[config.mk]
export PLATFORM = sky130hd
export DESIGN_NAME = base64_stream_codec_core_flat
export DESIGN_NICKNAME = d
export VERILOG_FILES = /design/src/design/b64_pkg.sv /design/src/design/b64_in_if.sv /design/src/design/b64_out_if.sv /design/src/design/b64_group.sv /design/src/design/b64_drain.sv /design/src/design/base64_stream_codec_core.sv /design/src/flat_wrapper.sv
export SDC_FILE = /design/constraint.sdc
export NUM_CORES = 1
export LEC_CHECK = 0
export BUFFER_PORTS_ARGS = -buffer_cell sky130_fd_sc_hd__clkbuf_2
export CORE_MARGIN = 2
export CORE_UTILIZATION = 50
export DETAILED_ROUTE_END_ITERATION = 7
export HOLD_SLACK_MARGIN = 0.12
export PLACE_DENSITY = 0.67
export SLEW_MARGIN = 20
export SYNTH_ARGS = -nofsm -noshare
export SYNTH_HDL_FRONTEND = slang
export SYNTH_SLANG_ARGS = --single-unit
[constraint.sdc]
create_clock -name i_clk -period 14.4 [get_ports i_clk]
set_input_delay 2.16 -clock i_clk [delete_from_list [all_inputs] [get_ports i_clk]]
set_output_delay 2.16 -clock i_clk [all_outputs]
set_load 0.1 [all_outputs]
[src/design/b64_pkg.sv]
`timescale 1ns / 1ps
// Shared types and constants for the Base64 stream codec.
// No dependencies; the group, drain and top-level files refer to it by scoped names.
package b64_pkg;

    localparam logic [7:0] PAD_CHAR = 8'h3D;

    typedef enum logic [1:0] {
        ST_OK      = 2'd0,
        ST_ORPHAN  = 2'd1,
        ST_GARBAGE = 2'd2,
        ST_TRUNC   = 2'd3
    } t_status;

    typedef enum logic [1:0] {
        CLS_ALPHA   = 2'd0,
        CLS_PAD     = 2'd1,
        CLS_GARBAGE = 2'd2
    } t_char_class;

    typedef struct packed {
        logic [7:0] out_byte;
        logic       byte_valid;
        t_status    status;
    } t_result;

    typedef struct packed {
        t_result [3:0] entry;
        logic [2:0]    count;
    } t_bundle;

endpackage

[src/design/b64_in_if.sv]
`timescale 1ns / 1ps
// Input channel of the Base64 stream codec: valid/ready with byte and end mark.
// No dependencies.
interface b64_in_if;
    logic       valid;
    logic       ready;
    logic [7:0] in_byte;
    logic       end_of_data;

    modport source (output valid, output in_byte, output end_of_data, input ready);
    modport sink   (input valid, input in_byte, input end_of_data, output ready);
endinterface

[src/design/b64_out_if.sv]
`timescale 1ns / 1ps
// Result channel of the Base64 stream codec: valid/ready with byte and status.
// No dependencies.
interface b64_out_if;
    logic       valid;
    logic       ready;
    logic [7:0] out_byte;
    logic       byte_valid;
    logic [1:0] status;
    logic       run_last;

    modport source (output valid, output out_byte, output byte_valid, output status,
                    output run_last, input ready);
    modport sink   (input valid, input out_byte, input byte_valid, input status,
                    input run_last, output ready);
endinterface

[src/design/b64_group.sv]
`timescale 1ns / 1ps
// Group state and codec logic: gathers bytes or characters, forms result bundles.
// Depends on b64_pkg and b64_in_if.
module b64_group (
    input  logic              i_clk,
    input  logic              i_rst_n,
    input  logic              i_cfg_we,
    input  logic              i_cfg_wdata,
    b64_in_if.sink            i_in,
    input  logic              i_ld_ready,
    output logic              o_ld_valid,
    output b64_pkg::t_bundle  o_ld
);

    typedef struct packed {
        b64_pkg::t_char_class cls;
        logic [5:0]           val;
    } t_class_val;

    function automatic logic [7:0] sextet_char(input logic [5:0] v);
        logic [7:0] w;
        w = {2'b00, v};
        if (v < 6'd26)      sextet_char = 8'h41 + w;
        else if (v < 6'd52) sextet_char = 8'h47 + w;
        else if (v < 6'd62) sextet_char = w - 8'd4;
        else if (v == 6'd62) sextet_char = 8'h2B;
        else                 sextet_char = 8'h2F;
    endfunction

    function automatic t_class_val classify(input logic [7:0] c);
        t_class_val r;
        logic [7:0] d;
        r.cls = b64_pkg::CLS_GARBAGE;
        r.val = 6'd0;
        d     = 8'd0;
        if (c inside {[8'h41:8'h5A]}) begin
            d = c - 8'h41;
            r.cls = b64_pkg::CLS_ALPHA;
        end else if (c inside {[8'h61:8'h7A]}) begin
            d = c - 8'h47;
            r.cls = b64_pkg::CLS_ALPHA;
        end else if (c inside {[8'h30:8'h39]}) begin
            d = c + 8'd4;
            r.cls = b64_pkg::CLS_ALPHA;
        end else if (c == 8'h2B) begin
            d = 8'd62;
            r.cls = b64_pkg::CLS_ALPHA;
        end else if (c == 8'h2F) begin
            d = 8'd63;
            r.cls = b64_pkg::CLS_ALPHA;
        end else if (c == b64_pkg::PAD_CHAR) begin
            r.cls = b64_pkg::CLS_PAD;
        end
        r.val = d[5:0];
        classify = r;
    endfunction

    function automatic b64_pkg::t_result mk_byte(input logic [7:0] b);
        b64_pkg::t_result r;
        r.out_byte   = b;
        r.byte_valid = 1'b1;
        r.status     = b64_pkg::ST_OK;
        mk_byte = r;
    endfunction

    function automatic b64_pkg::t_result mk_status(input b64_pkg::t_status s);
        b64_pkg::t_result r;
        r.out_byte   = 8'h00;
        r.byte_valid = 1'b0;
        r.status     = s;
        mk_status = r;
    endfunction

    function automatic b64_pkg::t_bundle quad_decode(input logic [23:0] bits,
                                                     input logic [7:0]  cls);
        b64_pkg::t_bundle b;
        logic [5:0] v0, v1, v2, v3;
        logic [1:0] c0, c1, c2, c3;
        b  = '0;
        v0 = bits[23:18];
        v1 = bits[17:12];
        v2 = bits[11:6];
        v3 = bits[5:0];
        c0 = cls[1:0];
        c1 = cls[3:2];
        c2 = cls[5:4];
        c3 = cls[7:6];
        if (c0 != b64_pkg::CLS_PAD) begin
            if (c1 == b64_pkg::CLS_PAD) begin
                b.entry[0] = mk_status(b64_pkg::ST_ORPHAN);
                b.count    = 3'd1;
            end else if (c0 != b64_pkg::CLS_ALPHA || c1 != b64_pkg::CLS_ALPHA) begin
                b.entry[0] = mk_status(b64_pkg::ST_GARBAGE);
                b.count    = 3'd1;
            end else begin
                b.entry[0] = mk_byte({v0, v1[5:4]});
                b.count    = 3'd1;
                if (c2 != b64_pkg::CLS_PAD) begin
                    if (c2 != b64_pkg::CLS_ALPHA) begin
                        b.entry[1] = mk_status(b64_pkg::ST_GARBAGE);
                        b.count    = 3'd2;
                    end else begin
                        b.entry[1] = mk_byte({v1[3:0], v2[5:2]});
                        b.count    = 3'd2;
                        if (c3 != b64_pkg::CLS_PAD) begin
                            if (c3 != b64_pkg::CLS_ALPHA) begin
                                b.entry[2] = mk_status(b64_pkg::ST_GARBAGE);
                            end else begin
                                b.entry[2] = mk_byte({v2[1:0], v3});
                            end
                            b.count = 3'd3;
                        end
                    end
                end
            end
        end
        quad_decode = b;
    endfunction

    logic             r_mode;
    logic [23:0]      r_group_bits;
    logic [7:0]       r_char_classes;
    logic [1:0]       r_group_fill;

    logic             n_mode;
    logic [23:0]      n_group_bits;
    logic [7:0]       n_char_classes;
    logic [1:0]       n_group_fill;

    logic             accept;
    logic [1:0]       enc_fill;
    logic [1:0]       enc_nfill;
    logic [23:0]      enc_bits;
    logic [23:0]      dec_bits;
    logic [7:0]       dec_classes;
    t_class_val       cv;
    b64_pkg::t_bundle bundle;

    assign accept     = i_in.valid && i_ld_ready;
    assign i_in.ready = i_ld_ready;
    assign o_ld       = bundle;
    assign o_ld_valid = accept && (bundle.count != 3'd0);

    always_comb begin
        enc_fill  = (r_group_fill == 2'd3) ? 2'd0 : r_group_fill;
        enc_nfill = enc_fill + 2'd1;
        case (enc_fill)
            2'd0:    enc_bits = r_group_bits | {i_in.in_byte, 16'h0000};
            2'd1:    enc_bits = r_group_bits | {8'h00, i_in.in_byte, 8'h00};
            default: enc_bits = r_group_bits | {16'h0000, i_in.in_byte};
        endcase

        cv = classify(i_in.in_byte);
        case (r_group_fill)
            2'd0:    dec_bits = r_group_bits | {cv.val, 18'h0};
            2'd1:    dec_bits = r_group_bits | {6'h0, cv.val, 12'h0};
            2'd2:    dec_bits = r_group_bits | {12'h0, cv.val, 6'h0};
            default: dec_bits = r_group_bits | {18'h0, cv.val};
        endcase
        dec_classes = r_char_classes | ({6'h00, cv.cls} << {r_group_fill, 1'b0});

        bundle         = '0;
        n_mode         = r_mode;
        n_group_bits   = r_group_bits;
        n_char_classes = r_char_classes;
        n_group_fill   = r_group_fill;

        if (!r_mode) begin
            if (enc_nfill == 2'd3 || i_in.end_of_data) begin
                bundle.entry[0] = mk_byte(sextet_char(enc_bits[23:18]));
                bundle.entry[1] = mk_byte(sextet_char(enc_bits[17:12]));
                bundle.entry[2] = mk_byte((enc_nfill > 2'd1) ?
                                          sextet_char(enc_bits[11:6]) : b64_pkg::PAD_CHAR);
                bundle.entry[3] = mk_byte((enc_nfill > 2'd2) ?
                                          sextet_char(enc_bits[5:0]) : b64_pkg::PAD_CHAR);
                bundle.count    = 3'd4;
                if (accept) begin
                    n_group_bits   = '0;
                    n_char_classes = '0;
                    n_group_fill   = '0;
                end
            end else if (accept) begin
                n_group_bits = enc_bits;
                n_group_fill = enc_nfill;
            end
        end else begin
            if (r_group_fill == 2'd3) begin
                bundle = quad_decode(dec_bits, dec_classes);
                if (accept) begin
                    n_group_bits   = '0;
                    n_char_classes = '0;
                    n_group_fill   = '0;
                end
            end else if (i_in.end_of_data) begin
                bundle.entry[0] = mk_status(b64_pkg::ST_TRUNC);
                bundle.count    = 3'd1;
                if (accept) begin
                    n_group_bits   = '0;
                    n_char_classes = '0;
                    n_group_fill   = '0;
                end
            end else if (accept) begin
                n_group_bits   = dec_bits;
                n_char_classes = dec_classes;
                n_group_fill   = r_group_fill + 2'd1;
            end
        end

        if (i_cfg_we) begin
            n_mode         = i_cfg_wdata;
            n_group_bits   = '0;
            n_char_classes = '0;
            n_group_fill   = '0;
        end
    end

    always_ff @(posedge i_clk) begin
        if (!i_rst_n) begin
            r_mode         <= 1'b0;
            r_group_bits   <= '0;
            r_char_classes <= '0;
            r_group_fill   <= '0;
        end else begin
            r_mode         <= n_mode;
            r_group_bits   <= n_group_bits;
            r_char_classes <= n_char_classes;
            r_group_fill   <= n_group_fill;
        end
    end

endmodule

[src/design/b64_drain.sv]
`timescale 1ns / 1ps
// Result bundle register and output register; sends one result per transaction.
// Depends on b64_pkg and b64_out_if.
module b64_drain (
    input  logic              i_clk,
    input  logic              i_rst_n,
    input  logic              i_ld_valid,
    output logic              o_ld_ready,
    input  b64_pkg::t_bundle  i_ld,
    b64_out_if.source         o_out
);

    b64_pkg::t_bundle r_bndl;
    logic [1:0]       r_idx;
    logic             r_busy;
    b64_pkg::t_result r_out;
    logic             r_out_last;
    logic             r_out_valid;

    logic [1:0]       n_idx;
    logic             n_busy;
    logic             n_out_valid;

    logic             move;
    logic             fin;
    logic             load;
    logic [1:0]       cnt_m1;

    assign cnt_m1     = r_bndl.count[1:0] - 2'd1;
    assign move       = r_busy && (!r_out_valid || o_out.ready);
    assign fin        = move && (r_idx == cnt_m1);
    assign o_ld_ready = !r_busy || fin;
    assign load       = i_ld_valid && o_ld_ready;

    always_comb begin
        n_idx       = r_idx;
        n_busy      = r_busy;
        n_out_valid = r_out_valid;
        if (move) begin
            n_out_valid = 1'b1;
            n_idx       = r_idx + 2'd1;
        end else if (o_out.ready) begin
            n_out_valid = 1'b0;
        end
        if (fin) begin
            n_busy = 1'b0;
        end
        if (load) begin
            n_busy = 1'b1;
            n_idx  = 2'd0;
        end
    end

    always_ff @(posedge i_clk) begin
        if (!i_rst_n) begin
            r_idx       <= '0;
            r_busy      <= 1'b0;
            r_out_valid <= 1'b0;
        end else begin
            r_idx       <= n_idx;
            r_busy      <= n_busy;
            r_out_valid <= n_out_valid;
        end
    end

    always_ff @(posedge i_clk) begin
        if (load) begin
            r_bndl <= i_ld;
        end
        if (move) begin
            r_out      <= r_bndl.entry[r_idx];
            r_out_last <= (r_idx == cnt_m1);
        end
    end

    assign o_out.valid      = r_out_valid;
    assign o_out.out_byte   = r_out.out_byte;
    assign o_out.byte_valid = r_out.byte_valid;
    assign o_out.status     = r_out.status;
    assign o_out.run_last   = r_out_last;

    a_busy_count: assert property (@(posedge i_clk) disable iff (!i_rst_n)
        r_busy |-> (r_bndl.count != 3'd0 && r_bndl.count <= 3'd4))
        else $error("bundle held with no results");

    a_byte_ok: assert property (@(posedge i_clk) disable iff (!i_rst_n)
        o_out.valid && o_out.byte_valid |-> o_out.status == b64_pkg::ST_OK)
        else $error("data result carries a status");

    a_load_busy: assert property (@(posedge i_clk) disable iff (!i_rst_n)
        load |=> r_busy && r_idx == 2'd0)
        else $error("loaded bundle not pending");

endmodule

[src/design/base64_stream_codec_core.sv]
`timescale 1ns / 1ps
// Top level of the Base64 stream codec: group logic feeding the result drain.
// Depends on b64_pkg, b64_in_if, b64_out_if, b64_group and b64_drain.
//
// Streaming RFC 4648 Base64 encoder/decoder; i_cfg_wdata written through
// i_cfg_we selects encode (0) or decode (1) and discards any partial group.
// The first result of an accepted item passes through the result bundle register
// and then the output register. Results leave one per cycle through the output
// register while the output is ready, so the input is taken every cycle while
// items yield at most one result and the output is ready; after an item that
// yields more than one result, as a completed encode group does, the next item
// is taken only when its last result moves out of the one-entry result bundle
// register in front of the output register.
module base64_stream_codec_core (
    input  logic       i_clk,
    input  logic       i_rst_n,
    input  logic       i_cfg_we,
    input  logic       i_cfg_wdata,
    b64_in_if.sink     i_in,
    b64_out_if.source  o_out
);

    logic             ld_valid;
    logic             ld_ready;
    b64_pkg::t_bundle ld;

    b64_group u_group (
        .i_clk       (i_clk),
        .i_rst_n     (i_rst_n),
        .i_cfg_we    (i_cfg_we),
        .i_cfg_wdata (i_cfg_wdata),
        .i_in        (i_in),
        .i_ld_ready  (ld_ready),
        .o_ld_valid  (ld_valid),
        .o_ld        (ld)
    );

    b64_drain u_drain (
        .i_clk      (i_clk),
        .i_rst_n    (i_rst_n),
        .i_ld_valid (ld_valid),
        .o_ld_ready (ld_ready),
        .i_ld       (ld),
        .o_out      (o_out)
    );

endmodule
[src/flat_wrapper.sv]
// flat-port wrapper written by rule: the top's interface ports become plain ports
module base64_stream_codec_core_flat 
  (i_clk, i_rst_n, i_cfg_we, i_cfg_wdata, i_in_valid, i_in_in_byte, i_in_end_of_data, i_in_ready, o_out_valid, o_out_out_byte, o_out_byte_valid, o_out_status, o_out_run_last, o_out_ready);
  b64_in_if i_in_i ();
  b64_out_if o_out_i ();
  input  logic i_clk;
  input  logic i_rst_n;
  input  logic i_cfg_we;
  input  logic i_cfg_wdata;
  input wire logic [$bits(i_in_i.valid)-1:0] i_in_valid;
  input wire logic [$bits(i_in_i.in_byte)-1:0] i_in_in_byte;
  input wire logic [$bits(i_in_i.end_of_data)-1:0] i_in_end_of_data;
  output wire logic [$bits(i_in_i.ready)-1:0] i_in_ready;
  output wire logic [$bits(o_out_i.valid)-1:0] o_out_valid;
  output wire logic [$bits(o_out_i.out_byte)-1:0] o_out_out_byte;
  output wire logic [$bits(o_out_i.byte_valid)-1:0] o_out_byte_valid;
  output wire logic [$bits(o_out_i.status)-1:0] o_out_status;
  output wire logic [$bits(o_out_i.run_last)-1:0] o_out_run_last;
  input wire logic [$bits(o_out_i.ready)-1:0] o_out_ready;
  assign i_in_i.valid = i_in_valid;
  assign i_in_i.in_byte = i_in_in_byte;
  assign i_in_i.end_of_data = i_in_end_of_data;
  assign i_in_ready = i_in_i.ready;
  assign o_out_valid = o_out_i.valid;
  assign o_out_out_byte = o_out_i.out_byte;
  assign o_out_byte_valid = o_out_i.byte_valid;
  assign o_out_status = o_out_i.status;
  assign o_out_run_last = o_out_i.run_last;
  assign o_out_i.ready = o_out_ready;
  base64_stream_codec_core u_core (.i_clk(i_clk), .i_rst_n(i_rst_n), .i_cfg_we(i_cfg_we), .i_cfg_wdata(i_cfg_wdata), .i_in(i_in_i), .o_out(o_out_i));
endmodule
==> reports/qor.log <==
[floorplan] cell row count 43
[worst_hold_path] Hold Crit Endpoint u_core.u_drain.o_out.valid$_SDFFE_PN0P_
[worst_hold_path] worst min path class reg2reg
[grt] GR met2 Demand/Resource 46.8%
[route] detail-routed via count per cell 6.81
[setup_path] register-to-register setup slack 9720 ps
[setup_path] cell count of the worst reg-to-reg path 12
[route] number of design-rule violations left by the first detailed-router iteration 1217
[grt] met3 routing resource usage after global routing 6.23%
[clock_tree] count of instances resized after the clock tree is built 0
[route] sum of routed wire length over all layers 22.4 mm
[grt] GRT Util Overall 30.6%
[power] power density over the cells 89.5 mW/mm2
[setup_path] cell chain of the critical path clkbuf_2, nand2b_1, a21o_1, clkbuf_2
[power] maximum resistive drop on vdd 0.0500 mV
[timing] fmax 192 MHz
[synthesis] total number of yosys warnings 0
[synthesis] synth unique cells 87
[clock_tree] number of buffers added for setup after CTS 0
[grt] wire length of the first global-routing pass 34.8 mm
[floorplan] Floorplan Core Area 0.0138 mm2
[setup_path] launching instance or port of the critical path o_out_ready
[place] final HPWL from detailed placement 16.6 mm
[place] quantity of I/O buffers inserted on ports 28
[timing] minimum clock period after layout 5210 ps
[setup_path] worst path required time 12240 ps
[setup_path] capturing element type of the critical path output pin
[clock_tree] number of buffers inserted by hold repair at cts 0
[grt] vias in the first global route 6134
[route] Pre-Repair DR Iteration Count 8
[grt] layer carrying the most global-route usage met2
[floorplan] number of I/O pins 29
[timing] Final Setup Violations 0
[clock_tree] Skew-Pair Late Insertion Delay 360 ps
[clock_tree] H-tree lvl count 3
[grt] largest net degree at the start of global routing 45
[setup_path] crit-path max FO 6
[timing] period utilization 36.2%
[route] antenna-violating nets left 0
[power] leakage power figure 2.77 nW
[run] maximum capacitance violations 0
[worst_hold_path] start point of the worst hold path u_core.u_drain.r_busy$_SDFFE_PN0P_
[timing] RSZ-0062 raised after global routing false
[final_layout] share of cells above drive strength 1 10.9%
[clock_tree] clock tree from TritonCTS yes
[timing] final hold violation count 0
[timing] clk_skew 11.5 ps
[synthesis] syn_area_per_cell 8.67 um2
[timing] Max transition margin 43.7%
[route] average wire length per cell after detail routing 22.4 um
[status] result of the run completed
[clock_tree] clock tree root driver cell sky130_fd_sc_hd__clkbuf_16
[setup_path] data arrival time at the worst-slack endpoint 3050 ps
[setup_path] Crit path largest cell delay 490 ps
[setup_path] Worst setup SP type input port
[synthesis] count of flip-flops with a built-in enable after synthesis 54
[synthesis] register bit total from synthesis 93
[grt] GR Layer Usage met1 42.6%
[final_layout] Ant. Diodes 0
[timing] TNS Setup 0 ps
[power] Power, Total 0.677 mW
[floorplan] vertical die dimension 123 um
[route] routed vias 6813
[floorplan] die footprint 0.0151 mm2
[clock_tree] Bufs on Longest Clock Path 2
[synthesis] netlist area before placement 0.00706 mm2
[synthesis] fraction of the yosys area taken by sequential cells 34.0%
[clock_tree] CTS buffer count 9
[grt] global route overflow 0
[floorplan] die boundary width 123 um
[setup_path] critical path's slowest cell sky130_fd_sc_hd__clkbuf_2
[final_layout] synthesis-to-finish area growth 7.22%
[place] instance area at placement 0.00728 mm2
[synthesis] Gate Count Post-Synth 814
[final_layout] final-layout fill cell count 1244
[setup_path] most frequent cell on the critical path sky130_fd_sc_hd__clkbuf_2
[timing] final number of max-transition violations 0
[route] DRC Markers 0
[setup_path] type of the worst setup path in2out
[final_layout] leading cell types in the layout, fill and taps excluded 83 x sky130_fd_sc_hd__a21oi_1, 77 x sky130_fd_sc_hd__nor2_1, 71 x sky130_fd_sc_hd__nand2_1
[grt] initial antenna violation count 0
[worst_hold_path] hold depth 2
[final_layout] most common cell after layout, fill and taps aside sky130_fd_sc_hd__a21oi_1
[place] routability congestion estimate 0.993
[synthesis] Post-synth ARST share 0%
[setup_path] startpoint of the most critical register-to-register path u_core.u_group.r_group_fill[1]$_SDFFE_PP0P_
[synthesis] most common flop cell mapped by yosys sky130_fd_sc_hd__edfxtp_1
[final_layout] Finished Cell Area 0.00757 mm2
[setup_path] endpoint of the worst-slack reg-to-reg timing path u_core.u_drain.r_bndl[19]$_DFFE_PP_
[clock_tree] Clock Pin Slew Worst Setup and Hold Paths 70 ps
[timing] worst-margin pin slew 844 ps
[floorplan] starting utilization of the core area 51.0%
[synthesis] net count after synthesis 863
[clock_tree] clock sinks 93
[final_layout] Post-layout nets 864
==> routing by layer <==
layer / vias up / part of all wire (%)
met5: - / 0
met4: 0 / 3.7
met3: 79 / 10
met2: 441 / 45
met1: 3221 / 41
li1: 3072 / -
==> final cells by class <==
type	count	area (um2)	share of cell area, %
tap	180	225	2.98
multi-input combinational	639	4330	57.2
timing repair buffer	35	193	2.55
sequential	93	2400	31.7
clock inverter	7	56.3	0.744
inverter	37	139	1.84
clock buffer	9	225	2.98
==> synth_stat cells, types with 4 or more instances <==
cell type                   n  share of area (%)
sky130_fd_sc_hd__o22ai_1   12                1.1
sky130_fd_sc_hd__xnor2_1   10                1.2
sky130_fd_sc_hd__o21ai_0   34                2.4
sky130_fd_sc_hd__inv_1     34                1.8
sky130_fd_sc_hd__nor2_1    77                4.1
sky130_fd_sc_hd__and3_1     5               0.44
sky130_fd_sc_hd__a211oi_1  11                1.2
sky130_fd_sc_hd__o21ai_1   10               0.71
sky130_fd_sc_hd__nand2_1   71                3.8
sky130_fd_sc_hd__buf_1      5               0.27
sky130_fd_sc_hd__o21bai_1   7               0.74
sky130_fd_sc_hd__mux4_2     9                2.9
sky130_fd_sc_hd__and2_1    13                1.2
sky130_fd_sc_hd__nor3_1    28                2.0
sky130_fd_sc_hd__a31oi_1    7               0.62
sky130_fd_sc_hd__a22oi_1   16                1.7
sky130_fd_sc_hd__edfxtp_1  54                 23
sky130_fd_sc_hd__a22o_1     6               0.74
sky130_fd_sc_hd__o211ai_1   8               0.85
sky130_fd_sc_hd__a21o_1    18                1.9
sky130_fd_sc_hd__a21oi_1   84                6.0
sky130_fd_sc_hd__a311oi_1  11                1.4
sky130_fd_sc_hd__ha_1      34                6.0
sky130_fd_sc_hd__nand3_1   20                1.4
sky130_fd_sc_hd__xor2_1     4               0.50
sky130_fd_sc_hd__clkbuf_1  20                1.1
sky130_fd_sc_hd__a211o_1    4               0.50
sky130_fd_sc_hd__buf_2     16                1.1
sky130_fd_sc_hd__mux2i_1    6               0.85
sky130_fd_sc_hd__dfxtp_1   39                 11
sky130_fd_sc_hd__nand2b_1  12                1.1
sky130_fd_sc_hd__or3_1      5               0.44
sky130_fd_sc_hd__o32ai_1    4               0.50
sky130_fd_sc_hd__nor2b_1   21                1.9
sky130_fd_sc_hd__o21a_1     7               0.74
==> worst max-delay path: cells and delay by family <==
kind,cells,cell delay (ps)
compound gates,1,220
simple gates,1,120
buf+inv,2,560
==> sequential cells by signal, indices dropped and copies added (netlist names), 2 cells and up <==
| name | cells |
|---|---|
| u_core.u_drain.o_out.out_byte | 8 |
| u_core.u_drain.o_out.status | 2 |
| u_core.u_drain.r_bndl | 42 |
| u_core.u_drain.r_idx | 2 |
| u_core.u_group.r_char_classes | 8 |
| u_core.u_group.r_group_bits | 24 |
| u_core.u_group.r_group_fill | 2 |
==> worst max path at each step <==
| stage | to | slack, ps | cells after the start |
|---|---|---|---|
| final | i_in_ready | 9190 | 4 |
| after global routing | i_in_ready | 9140 | 4 |
| after CTS | i_in_ready | 9200 | 4 |
| after detailed placement | u_core.u_drain.r_bndl[29]$_DFFE_PP_ | 9180 | 10 |
| after global placement | i_in_ready | 9230 | 4 |
| after floorplan | u_core.u_drain.r_bndl[0]$_DFFE_PP_ | 7970 | 9 |
==> stage by stage <==
stage | util [%] | hold WS, ps | std cells | setup WS (ps)
after floorplan | - | 452 | 814 | 7970
after global placement | 52.7 | 458 | 984 | 9230
after detailed placement | 52.7 | 485 | 984 | 9180
after CTS | 54.7 | 495 | 1000 | 9200
after global routing | 54.7 | 518 | 1000 | 9140
final | 54.7 | 488 | 1000 | 9190
==> report_power, final <==
| part | internal [mW] | total, mW | switching (mW) |
|---|---|---|---|
| logic | 0.0421 | 0.142 | 0.0995 |
| registers | 0.295 | 0.303 | 0.00753 |
| clock network | 0.120 | 0.233 | 0.113 |
| total | 0.457 | 0.677 | 0.220 |
==> logic make-up after synthesis <==
| group | after synthesis | synth area share (%) |
|---|---|---|
| buffers and inverters | 82 | 4.91 |
| DFF | 93 | 34.0 |
| and+or+nand+nor | 279 | 20.1 |
| AOI/OAI and AO/OA | 295 | 29.1 |
| xor gates and xnor gates | 15 | 1.97 |
| muxes | 16 | 3.88 |
| adders and majority gates | 34 | 6.03 |
Note: power is estimated with default switching activity, not from simulation.
